$ cat config.mk
export PLATFORM = sky130hd
export DESIGN_NAME = json_token_scanner
export DESIGN_NICKNAME = d
export VERILOG_FILES = /design/src/rtl/jts_pkg.sv /design/src/rtl/json_token_scanner.sv
export SDC_FILE = /design/constraint.sdc
export NUM_CORES = 1
export LEC_CHECK = 0
export ABC_CLOCK_PERIOD_IN_PS = 8400
export BUFFER_PORTS_ARGS = -buffer_cell sky130_fd_sc_hd__buf_2
export CAP_MARGIN = 10
export CORE_ASPECT_RATIO = 1.25
export CORE_MARGIN = 10
export CORE_UTILIZATION = 45
export CTS_CLUSTER_DIAMETER = 30
export DETAILED_ROUTE_END_ITERATION = 7
export GPL_TIMING_DRIVEN = 0
export MAX_ROUTING_LAYER = met4
export PLACE_DENSITY = 0.65
export SLEW_MARGIN = 20
export SYNTH_ARGS = -nofsm -noshare
export SYNTH_HDL_FRONTEND = slang
export SYNTH_SLANG_ARGS = --single-unit
$ cat constraint.sdc
create_clock -name clk -period 8.4 [get_ports clk]
set_input_delay 1.68 -clock clk [delete_from_list [all_inputs] [get_ports clk]]
set_output_delay 1.68 -clock clk [all_outputs]
set_load 0.03 [all_outputs]
$ cat src/rtl/jts_pkg.sv
// jts_pkg: types, codes and helper functions of the json token scanner
// used by json_token_scanner; no dependencies
`timescale 1ns / 1ps
`default_nettype none

package jts_pkg;

  localparam int POS_BITS = 16;
  localparam int FIFO_DEPTH = 4;
  localparam int FIFO_AW = $clog2(FIFO_DEPTH);

  typedef logic [POS_BITS-1:0] pos_t;
  localparam pos_t POS_MAX = '1;

  // scan modes
  localparam logic [1:0] MODE_IDLE = 2'd0;
  localparam logic [1:0] MODE_WORD = 2'd1;
  localparam logic [1:0] MODE_STR  = 2'd2;
  localparam logic [1:0] MODE_ESC  = 2'd3;

  // number classes
  localparam logic [3:0] NC_UND    = 4'd0;
  localparam logic [3:0] NC_SIGNED = 4'd1;
  localparam logic [3:0] NC_DOT    = 4'd2;
  localparam logic [3:0] NC_I1     = 4'd3;
  localparam logic [3:0] NC_I2     = 4'd4;
  localparam logic [3:0] NC_N1     = 4'd5;
  localparam logic [3:0] NC_N2     = 4'd6;
  localparam logic [3:0] NC_INT    = 4'd7;
  localparam logic [3:0] NC_REAL   = 4'd8;
  localparam logic [3:0] NC_BAD    = 4'd9;

  // record types
  localparam logic [1:0] REC_TOKEN   = 2'd0;
  localparam logic [1:0] REC_CONTENT = 2'd1;
  localparam logic [1:0] REC_ERROR   = 2'd2;

  // token kinds
  localparam logic [3:0] TK_LBRACE = 4'd0;
  localparam logic [3:0] TK_RBRACE = 4'd1;
  localparam logic [3:0] TK_LBRACK = 4'd2;
  localparam logic [3:0] TK_RBRACK = 4'd3;
  localparam logic [3:0] TK_STRING = 4'd4;
  localparam logic [3:0] TK_COLON  = 4'd5;
  localparam logic [3:0] TK_COMMA  = 4'd6;
  localparam logic [3:0] TK_NULL   = 4'd7;
  localparam logic [3:0] TK_TRUE   = 4'd8;
  localparam logic [3:0] TK_FALSE  = 4'd9;
  localparam logic [3:0] TK_INT    = 4'd10;
  localparam logic [3:0] TK_REAL   = 4'd11;

  // error codes
  localparam logic ERR_WORD   = 1'b0;
  localparam logic ERR_STRING = 1'b1;

  // characters
  localparam logic [7:0] CH_LBRACE = 8'h7b;
  localparam logic [7:0] CH_RBRACE = 8'h7d;
  localparam logic [7:0] CH_LBRACK = 8'h5b;
  localparam logic [7:0] CH_RBRACK = 8'h5d;
  localparam logic [7:0] CH_COLON  = 8'h3a;
  localparam logic [7:0] CH_COMMA  = 8'h2c;
  localparam logic [7:0] CH_QUOTE  = 8'h22;
  localparam logic [7:0] CH_BSLASH = 8'h5c;
  localparam logic [7:0] CH_LF     = 8'h0a;
  localparam logic [7:0] CH_TAB    = 8'h09;
  localparam logic [7:0] CH_CR     = 8'h0d;
  localparam logic [7:0] CH_SPACE  = 8'h20;
  localparam logic [7:0] CH_PLUS   = 8'h2b;
  localparam logic [7:0] CH_MINUS  = 8'h2d;
  localparam logic [7:0] CH_DOT    = 8'h2e;
  localparam logic [7:0] CH_ZERO   = 8'h30;
  localparam logic [7:0] CH_NINE   = 8'h39;
  localparam logic [7:0] CH_UPPER_A = 8'h41;
  localparam logic [7:0] CH_UPPER_Z = 8'h5a;
  localparam logic [7:0] CH_LOW_A  = 8'h61;
  localparam logic [7:0] CH_LOW_F  = 8'h66;
  localparam logic [7:0] CH_LOW_I  = 8'h69;
  localparam logic [7:0] CH_LOW_N  = 8'h6e;
  localparam logic [7:0] CASE_GAP  = 8'h20;

  typedef struct packed {
    logic [1:0]  rec_type;
    logic [3:0]  token_kind;
    logic        error_code;
    logic [15:0] line_number;
    logic [15:0] column_number;
    logic [7:0]  content_byte;
    logic        last;
  } rec_t;

  typedef struct packed {
    logic [3:0] len;
    logic [2:0] hits;
    logic [3:0] nclass;
  } word_t;

  localparam word_t WORD_FRESH = '{len: 4'd0, hits: 3'b111, nclass: NC_UND};

  function automatic logic [15:0] pos_field(input pos_t p);
    logic [POS_BITS+15:0] w;
    w = {16'b0, p};
    return w[15:0];
  endfunction

  function automatic rec_t make_rec(input logic [1:0] rtype, input logic [3:0] kind,
                                    input logic err, input pos_t line, input pos_t col,
                                    input logic [7:0] data);
    rec_t r;
    r.rec_type      = rtype;
    r.token_kind    = kind;
    r.error_code    = err;
    r.line_number   = pos_field(line);
    r.column_number = pos_field(col);
    r.content_byte  = data;
    r.last          = 1'b0;
    return r;
  endfunction

  function automatic logic is_space(input logic [7:0] b);
    return (b == CH_SPACE) || (b >= CH_TAB && b <= CH_CR);
  endfunction

  // {is structural, token kind}
  function automatic logic [4:0] struct_kind(input logic [7:0] b);
    logic [4:0] r;
    case (b)
      CH_LBRACE: r = {1'b1, TK_LBRACE};
      CH_RBRACE: r = {1'b1, TK_RBRACE};
      CH_LBRACK: r = {1'b1, TK_LBRACK};
      CH_RBRACK: r = {1'b1, TK_RBRACK};
      CH_COLON:  r = {1'b1, TK_COLON};
      CH_COMMA:  r = {1'b1, TK_COMMA};
      CH_QUOTE:  r = {1'b1, TK_STRING};
      default:   r = 5'b0;
    endcase
    return r;
  endfunction

  function automatic logic [7:0] kw_char(input logic [1:0] k, input logic [2:0] p);
    logic [7:0] c;
    case ({k, p})
      5'b00_000: c = "n";
      5'b00_001: c = "u";
      5'b00_010: c = "l";
      5'b00_011: c = "l";
      5'b01_000: c = "t";
      5'b01_001: c = "r";
      5'b01_010: c = "u";
      5'b01_011: c = "e";
      5'b10_000: c = "f";
      5'b10_001: c = "a";
      5'b10_010: c = "l";
      5'b10_011: c = "s";
      5'b10_100: c = "e";
      default:   c = 8'h00;
    endcase
    return c;
  endfunction

  function automatic logic [3:0] kw_len(input logic [1:0] k);
    return (k == 2'd2) ? 4'd5 : 4'd4;
  endfunction

  // adds one byte to a word under scan
  function automatic word_t word_step(input word_t s, input logic [7:0] b);
    word_t n;
    logic digit;
    logic [7:0] lb;
    n = s;
    digit = (b >= CH_ZERO) && (b <= CH_NINE);
    lb = (b >= CH_UPPER_A && b <= CH_UPPER_Z) ? b + CASE_GAP : b;
    for (int k = 0; k < 3; k++) begin
      if (s.len >= kw_len(2'(k)) || kw_char(2'(k), s.len[2:0]) != b) begin
        n.hits[k] = 1'b0;
      end
    end
    if (s.len != 4'hf) begin
      n.len = s.len + 4'd1;
    end
    case (s.nclass)
      NC_UND, NC_SIGNED: begin
        if (s.nclass == NC_UND && (b == CH_PLUS || b == CH_MINUS)) n.nclass = NC_SIGNED;
        else if (digit) n.nclass = NC_INT;
        else if (b == CH_DOT) n.nclass = NC_DOT;
        else if (lb == CH_LOW_I) n.nclass = NC_I1;
        else if (lb == CH_LOW_N) n.nclass = NC_N1;
        else n.nclass = NC_BAD;
      end
      NC_DOT: n.nclass = digit ? NC_REAL : NC_BAD;
      NC_I1:  n.nclass = (lb == CH_LOW_N) ? NC_I2 : NC_BAD;
      NC_I2:  n.nclass = (lb == CH_LOW_F) ? NC_REAL : NC_BAD;
      NC_N1:  n.nclass = (lb == CH_LOW_A) ? NC_N2 : NC_BAD;
      NC_N2:  n.nclass = (lb == CH_LOW_N) ? NC_REAL : NC_BAD;
      default: n.nclass = s.nclass;
    endcase
    return n;
  endfunction

endpackage

`default_nettype wire

$ cat src/rtl/json_token_scanner.sv
// json_token_scanner: streaming json lexer, one text byte per item
// depends on jts_pkg
`timescale 1ns / 1ps
`default_nettype none

// Usage
// in channel: in_text_byte with in_end_marker; an item is taken at a clock edge
//   with in_valid high and in_stall low. in_end_marker flushes a pending word or
//   reports an open string; positions are kept across it.
// out channel: one record per transfer (token, string content byte or error);
//   out_last marks the final record caused by one input item. An item causes
//   zero, one or two records.
// records: with the result queue empty, the first record of an item is on the
//   output in the cycle after the item is taken; a second one follows once the first is taken.
// throughput: one item per cycle while items cause at most one record each; the
//   output moves one record per cycle when not stalled. The scanner state is
//   updated in the cycle of acceptance and records go into a four-entry result
//   queue; in_stall is high while fewer than two queue slots are free, so a
//   receiver stall holds the head and stalls the input once three records wait.
// after an error the scanner takes items but emits nothing until reset.
// reset: synchronous on rst_n low; line and column return to one, the queue
//   empties, the mode returns to idle.
module json_token_scanner (
  input  wire logic        clk,
  input  wire logic        rst_n,
  input  wire logic        in_valid,
  output logic             in_stall,
  input  wire logic [7:0]  in_text_byte,
  input  wire logic        in_end_marker,
  output logic             out_valid,
  input  wire logic        out_stall,
  output logic [1:0]       out_rec_type,
  output logic [3:0]       out_token_kind,
  output logic             out_error_code,
  output logic [15:0]      out_line_number,
  output logic [15:0]      out_column_number,
  output logic [7:0]       out_content_byte,
  output logic             out_last
);
  import jts_pkg::*;

  logic [1:0]          mode_r, mode_nxt;
  pos_t                cur_line_r, cur_line_nxt;
  pos_t                cur_col_r, cur_col_nxt;
  pos_t                tok_line_r, tok_line_nxt;
  pos_t                tok_col_r, tok_col_nxt;
  word_t               word_r, word_nxt;
  logic                halted_r, halted_nxt;

  rec_t                fifo_r [FIFO_DEPTH];
  logic [FIFO_AW-1:0]  wr_ptr_r, rd_ptr_r;
  logic [FIFO_AW:0]    cnt_r;

  logic                in_acc, out_pop;
  logic [1:0]          n_push;
  rec_t                rec0, rec1;

  logic [7:0]          b;
  logic                sp;
  logic [4:0]          sk;
  logic                wf_err;
  logic [3:0]          wf_kind;
  rec_t                wf_rec;

  assign in_acc    = in_valid && !in_stall;
  assign in_stall  = cnt_r > (FIFO_AW+1)'(FIFO_DEPTH - 2);
  assign out_valid = cnt_r != '0;
  assign out_pop   = out_valid && !out_stall;

  assign out_rec_type      = fifo_r[rd_ptr_r].rec_type;
  assign out_token_kind    = fifo_r[rd_ptr_r].token_kind;
  assign out_error_code    = fifo_r[rd_ptr_r].error_code;
  assign out_line_number   = fifo_r[rd_ptr_r].line_number;
  assign out_column_number = fifo_r[rd_ptr_r].column_number;
  assign out_content_byte  = fifo_r[rd_ptr_r].content_byte;
  assign out_last          = fifo_r[rd_ptr_r].last;

  assign b  = in_text_byte;
  assign sp = is_space(b);
  assign sk = struct_kind(b);

  // classification of the word held in word_r
  always_comb begin
    wf_err  = 1'b0;
    wf_kind = TK_NULL;
    if (word_r.hits[0] && word_r.len == 4'd4) wf_kind = TK_NULL;
    else if (word_r.hits[1] && word_r.len == 4'd4) wf_kind = TK_TRUE;
    else if (word_r.hits[2] && word_r.len == 4'd5) wf_kind = TK_FALSE;
    else if (word_r.nclass == NC_INT) wf_kind = TK_INT;
    else if (word_r.nclass == NC_REAL) wf_kind = TK_REAL;
    else wf_err = 1'b1;
    wf_rec = wf_err ? make_rec(REC_ERROR, TK_LBRACE, ERR_WORD, tok_line_r, tok_col_r, 8'h00)
                    : make_rec(REC_TOKEN, wf_kind, ERR_WORD, tok_line_r, tok_col_r, 8'h00);
  end

  always_comb begin
    logic start_scan;
    logic s_has;
    rec_t s_rec;
    mode_nxt     = mode_r;
    cur_line_nxt = cur_line_r;
    cur_col_nxt  = cur_col_r;
    tok_line_nxt = tok_line_r;
    tok_col_nxt  = tok_col_r;
    word_nxt     = word_r;
    halted_nxt   = halted_r;
    n_push       = 2'd0;
    rec0         = '0;
    rec1         = '0;
    start_scan   = 1'b0;
    s_has        = 1'b0;
    s_rec        = '0;
    if (in_acc && !halted_r) begin
      if (in_end_marker) begin
        if (mode_r == MODE_WORD) begin
          rec0   = wf_rec;
          n_push = 2'd1;
          if (wf_err) halted_nxt = 1'b1;
        end else if (mode_r == MODE_STR || mode_r == MODE_ESC) begin
          rec0 = make_rec(REC_ERROR, TK_LBRACE, ERR_STRING, cur_line_r, cur_col_r, 8'h00);
          n_push     = 2'd1;
          halted_nxt = 1'b1;
        end
        mode_nxt = MODE_IDLE;
      end else begin
        case (mode_r)
          MODE_ESC: begin
            rec0     = make_rec(REC_CONTENT, TK_LBRACE, ERR_WORD, cur_line_r, cur_col_r, b);
            n_push   = 2'd1;
            mode_nxt = MODE_STR;
          end
          MODE_STR: begin
            if (b == CH_QUOTE) begin
              rec0 = make_rec(REC_TOKEN, TK_STRING, ERR_WORD, tok_line_r, tok_col_r, 8'h00);
              n_push   = 2'd1;
              mode_nxt = MODE_IDLE;
            end else if (b == CH_BSLASH) begin
              mode_nxt = MODE_ESC;
            end else begin
              rec0 = make_rec(REC_CONTENT, TK_LBRACE, ERR_WORD, cur_line_r, cur_col_r, b);
              n_push = 2'd1;
            end
          end
          default: begin
            start_scan = 1'b1;
            if (mode_r == MODE_WORD) begin
              if (!sp && !sk[4]) begin
                word_nxt   = word_step(word_r, b);
                start_scan = 1'b0;
              end else begin
                rec0     = wf_rec;
                n_push   = 2'd1;
                mode_nxt = MODE_IDLE;
                if (wf_err) begin
                  halted_nxt = 1'b1;
                  start_scan = 1'b0;
                end
              end
            end
          end
        endcase

        if (start_scan && !sp) begin
          if (b == CH_QUOTE) begin
            tok_line_nxt = cur_line_r;
            tok_col_nxt  = cur_col_r;
            mode_nxt     = MODE_STR;
          end else if (sk[4]) begin
            s_has = 1'b1;
            s_rec = make_rec(REC_TOKEN, sk[3:0], ERR_WORD, cur_line_r, cur_col_r, 8'h00);
          end else begin
            tok_line_nxt = cur_line_r;
            tok_col_nxt  = cur_col_r;
            word_nxt     = word_step(WORD_FRESH, b);
            mode_nxt     = MODE_WORD;
          end
        end
        if (s_has) begin
          if (n_push == 2'd0) rec0 = s_rec;
          else rec1 = s_rec;
          n_push = n_push + 2'd1;
        end

        // position tracking
        if (b == CH_LF) begin
          if (cur_line_r != POS_MAX) cur_line_nxt = cur_line_r + pos_t'(1);
          cur_col_nxt = pos_t'(1);
        end else if (cur_col_r != POS_MAX) begin
          cur_col_nxt = cur_col_r + pos_t'(1);
        end
      end
      if (n_push == 2'd1) rec0.last = 1'b1;
      if (n_push == 2'd2) rec1.last = 1'b1;
    end
  end

  always_ff @(posedge clk) begin
    if (!rst_n) begin
      mode_r     <= MODE_IDLE;
      cur_line_r <= pos_t'(1);
      cur_col_r  <= pos_t'(1);
      tok_line_r <= '0;
      tok_col_r  <= '0;
      word_r     <= WORD_FRESH;
      halted_r   <= 1'b0;
      wr_ptr_r   <= '0;
      rd_ptr_r   <= '0;
      cnt_r      <= '0;
    end else begin
      mode_r     <= mode_nxt;
      cur_line_r <= cur_line_nxt;
      cur_col_r  <= cur_col_nxt;
      tok_line_r <= tok_line_nxt;
      tok_col_r  <= tok_col_nxt;
      word_r     <= word_nxt;
      halted_r   <= halted_nxt;
      wr_ptr_r   <= wr_ptr_r + FIFO_AW'(n_push);
      rd_ptr_r   <= rd_ptr_r + FIFO_AW'(out_pop);
      cnt_r      <= cnt_r + (FIFO_AW+1)'(n_push) - (FIFO_AW+1)'(out_pop);
    end
  end

  // result queue payload
  always_ff @(posedge clk) begin
    if (n_push != 2'd0) begin
      fifo_r[wr_ptr_r] <= rec0;
    end
    if (n_push == 2'd2) begin
      fifo_r[wr_ptr_r + FIFO_AW'(1)] <= rec1;
    end
  end

`ifndef NO_ASSERTIONS
  a_cnt_bound: assert property (@(posedge clk) disable iff (!rst_n)
    cnt_r <= (FIFO_AW+1)'(FIFO_DEPTH))
    else $error("result queue count out of range");

  a_no_overflow: assert property (@(posedge clk) disable iff (!rst_n)
    (n_push != 2'd0) |-> (cnt_r <= (FIFO_AW+1)'(FIFO_DEPTH - 2)))
    else $error("records pushed without room");

  a_halt_sticky: assert property (@(posedge clk) disable iff (!rst_n)
    halted_r |=> (halted_r && n_push == 2'd0))
    else $error("halted scanner resumed");

  a_error_halts: assert property (@(posedge clk) disable iff (!rst_n)
    (n_push != 2'd0 && rec0.rec_type == REC_ERROR) |=> halted_r)
    else $error("error record without halt");

  a_last_mark: assert property (@(posedge clk) disable iff (!rst_n)
    (n_push == 2'd2) |-> (!rec0.last && rec1.last))
    else $error("last flag misplaced on a record pair");
`endif

endmodule

`default_nettype wire
# After elaboration in Yosys (flattened, before gate mapping)
# Memories as Yosys holds them, arrays and structs flattened. A register that Yosys moved wholly into a read port is not among the register bits.
# Index checks and enable logic that the tools add are counted.
# word_totals
out_inout_bits	50
reg_bits	85
n_memories	1
latch_bits	0
romBits	0
input_bits	13
ramBits	192
# classes
shifts	0
bitwise	1
n_eq_ne	49
div	0
add_sub_neg	10
reduce_logical	39
magnitude_cmp	9
multipliers	0
n_mux	142
# memory_table
name	words	word_bits	rd	rd_ports_with_merged_regs	write_ports	line	rtl
fifo_r	4	48	1	1	2	json_token_scanner.sv:50	rec_t fifo_r [FIFO_DEPTH];
# op_table
op	count
48-bit two-way mux	13
8-bit two-way mux	31
46-bit two-way mux	3
16-bit two-way mux	6
48-bit one-hot mux with 2 select lines	1
47-bit two-way mux	2
8-bit by 7-bit equality test with 1-bit output (second input constant)	9
11-bit two-way mux	6
8-bit by 6-bit equality test with 1-bit output (second input constant)	7
4-bit two-way mux	14
8-bit inequality test	6
1-bit two-way mux	44
5-bit one-hot mux with 7 select lines	1
7-bit one-hot mux with 5 select lines	1
16-bit by 1-bit adder with 16-bit output (second input constant)	2
16-bit inequality test (second input constant)	2
2-bit two-way mux	15
7-bit one-hot mux with 4 select lines	1
4-bit by 3-bit equality test with 1-bit output (second input constant)	6
4-bit one-hot mux with 6 select lines	1
7-bit one-hot mux with 3 select lines	1
1-bit logical AND	12
8-bit by 6-bit adder with 8-bit output (second input constant)	1
2-bit equality test (second input constant)	4
40 further kinds	61

# Depth between registers and ports, before layout
# logic_depth
word_depth	23
mapped_depth	18

# Least setup slack after synthesis
# Ideal clock, no wire load.
# synth_path
path_type	in2reg
from	input in_text_byte[6]
to	memory fifo_r[3][0] (netlist bit) (enable)
setup_ns	0.394
slack_ns	2.788
path_buffers	2
arrival_ns	5.218
path_stages	13
required_ns	8.006
cell_sequence	clkbuf_1 and4bb_1 and4_1 nor3_4 nand4_2 a21oi_1 nor2_1 ha_1 nor2_1 a221oi_1 nand3_1 clkbuf_1 nand2_1
# synth_rtl
element	line	rtl
start, declared	json_token_scanner.sv:28	input wire logic [7:0] in_text_byte,
end, declared	json_token_scanner.sv:50	

==> flow_metrics.tcl <==
set metrics [dict create \
    outcome "finished, violations left" \
    violations_in_the_final_reports "DRC" \
    post-synth-top-area-cell "edfxtp_1" \
    clock-sinks 277 \
    syn2layout_area_growth_pct 17.4 \
    max-cap-violations 0 \
    grt_pass1_vias 14190 \
    grt_setup_unrepaired "no" \
    post_synth_edffs 144 \
    setup_total_negative_slack_ns 0 \
    place_congestion 0.984 \
    period_minus_slack_ns 6.18 \
    port_buffers 61 \
    hold_viol_final 0 \
    timing_worst_setup_path_type "input pin to register" \
    postSynth.asyncResetShare 0 \
    yosysSeqAreaShare 0.440 \
    cts_hold_repair.buffers 0 \
    placed_cell_area_um2 16800 \
    cts_post_setup_buffers_inserted 0 \
    postSynthNetCount 1745 \
    cts-buffers-inserted 53 \
    timing.critical_path.fanout_max 10 \
    vias_per_cell 6.30 \
    finalClockSkew_ns 0.0190 \
    cts_resized 0 \
    die_w_um 188 \
    design.portCount 63 \
    most_numerous_cell_in_the_yosys_netlist "nand2_1" \
    finalSetupViolations 0 \
    tritoncts "built" \
    track_usage 0.253 \
    leading_post_synthesis_cells_by_instance_count "nand2_1 (255), nor2_1 (149), edfxtp_1 (144)" \
    yosys_register_bits 277 \
    insertion_delay_ns 0.56 \
    first_pass_grt_wire_length_mm 84.2 \
    grt_start_max_net_pins 37 \
    power_density_nw_per_um2 242 \
    dp.final_hpwl_mm 38.1 \
    dominantRegCellSynth "edfxtp_1" \
    number_of_antenna_violations_at_the_first_check_in_global_routing 0 \
    route.antenna.remaining_nets 0 \
    design.final.nets 1861 \
    dr.pass1.iters 8 \
    critical_path.endpoint_type "register" \
    drc 3 \
    floorplan.core_area_um2 34600 \
    final.hold.worst_slack_ns 0.471 \
    postSynthAreaPerCell_um2 9.24 \
    critPathLaunchType "input pin" \
    worst_ep_arrival_time_ns 6.60 \
    syn_area_um2 15900 \
    die_h_um 230 \
    slew_headroom 0.299 \
    num_antenna_cells 0 \
    min-delay-path-class "register to register" \
    synth.yosys.warnings 0 \
    ctsLongestPathBuffers 3 \
    clk_pin_slew_ns 0.05 \
    clockRootBuffer "clkbuf_16" \
    cp_data_required_time_ns 8.81 \
    tightestPinTransition_ns 1.05 \
    synth_top_area_share 0.273 \
    drt_iter0_markers 1565 \
    grt_remaining_overflow 0 \
    share_of_final_layout_standard_cells_stronger_than_drive_strength_1 0.132 \
    synth_cells 1716 \
    maxSlewViolCount 0 \
    power_leakage_nw 5.97 \
    row_count 76 \
    die_area_um2 43200 \
    synth.top_cells.by_area "edfxtp_1 (27%), dfxtp_1 (17%), mux4_2 (6.8%), nand2_1 (6.0%), a221o_1 (5.6%)" \
    wire_per_inst_um 23.4 \
    finish.instance_area_um2 18600 \
    total_length_of_routed_wires_mm 54.9 \
    ctsHtreeMaxLevel 2 \
    synthDistinctLibCells 68 \
    fmax_mhz 162 \
    power.ir.vdd_worst_v 0.000139 \
    power.total_mw 4.51 \
    timing.final.crit_share 0.736 \
    vias 14764 \
    floorplan.initialDensity 0.458 \
]
worst max-delay path, cell delays in order:
cell      delay (ns)
buf_2           0.10
clkbuf_1        0.22
and2_1          0.28
and4_1          0.21
nor3_4          0.25
nand4_2         0.31
a21oi_1         0.59
nor2_1          0.12
ha_1            0.32
nor2_1          0.06
a221oi_1        0.72
and2_0          0.22
clkbuf_1        0.32
o211ai_1        0.20
buf_2           0.27
clkbuf_1        0.37
nor2_1          0.22
a221o_1         0.14
report_power, final:
| part | total, mW | leakage, nW | switching, mW | internal, mW |
|---|---|---|---|---|
| logic | 0.852 | 2.65 | 0.570 | 0.282 |
| registers | 1.48 | 2.44 | 0.0238 | 1.45 |
| clock network | 2.18 | 0.884 | 0.764 | 1.42 |
per-layer routing:
metal / track usage / up-vias / share of wire
met5: - / - / 0
met4: 0.145 / 0 / 0.056
met3: 0.0363 / 190 / 0.070
met2: 0.419 / 735 / 0.49
met1: 0.289 / 7136 / 0.39
li1: - / 6703 / -
kinds of logic (layout without fill, tap and decap cells):
| kind of cell | Yosys count | in the layout | share of synthesized area |
|---|---|---|---|
| buffers and inverters | 199 | 357 | 0.0492 |
| AND/OR/NAND/NOR | 702 | 702 | 0.211 |
| XOR/XNOR | 35 | 35 | 0.0193 |
| multiplexers | 52 | 52 | 0.0708 |
| adder cells (fa/ha/maj) | 16 | 16 | 0.0131 |
| AO/OA/AOI/OAI | 435 | 435 | 0.196 |
| flip-flops | 277 | 277 | 0.440 |
cell usage in the layout, fill, tap and decap left out, drive strengths merged, types with 31 or more instances in the layout:
cell    Yosys  final
clkbuf    131    187
dfxtp     133    133
a221o      89     89
o21ai     117    117
nor3       31     31
a31oi      39     39
mux4       48     48
a21oi      59     59
nand3     112    112
nor2      149    149
inv        23     35
o221ai     37     37
edfxtp    144    144
nor2b      39     39
buf        45    104
nand2     255    255
registers in the layout, summed over array words and instances (netlist names), 3 cells and up:
name        count
fifo_r        192
cur_col_r      16
cur_line_r     16
tok_col_r      16
tok_line_r     16
word_r         11
cnt_r           3
through the flow:
| stage | setup WS, ns | instances | util |
|---|---|---|---|
| 4_1_cts | 2.41 | 2342 | 0.538 |
| 6_report | 2.22 | 2342 | 0.538 |
| 2_1_floorplan | 2.79 | 1716 | - |
| 5_1_grt | 2.02 | 2342 | 0.538 |
| 3_5_place_dp | 1.87 | 2245 | 0.485 |
| 3_3_place_gp | 0.912 | 2245 | 0.484 |
path summary, 6_finish.rpt:
path              cells past startpoint  slack [ns]                   endpoint                       from
setup / recovery                     18        2.22    fifo_r[0][36]$_DFFE_PP_            in_text_byte[2]
setup reg to reg                     17        3.52    fifo_r[0][36]$_DFFE_PP_     word_r[8]$_SDFFE_PN0P_
hold / removal                        2        0.47  fifo_r[2][4]$_SDFFE_PP0N_  fifo_r[2][4]$_SDFFE_PP0N_
hold reg to reg                       2        0.47  fifo_r[2][4]$_SDFFE_PP0N_  fifo_r[2][4]$_SDFFE_PP0N_
final cells by class:
cell class | instances | area, µm²
inverters | 23 | 86.3
repair buffers | 61 | 305
multi-input cells | 1240 | 8130
fillers | 3202 | 16000
clock buffers | 54 | 1330
plain buffers | 176 | 698
clock inverters | 43 | 507
well taps | 468 | 586
flip-flops and latches | 277 | 6990
Note: power is estimated with default switching activity, not from simulation.
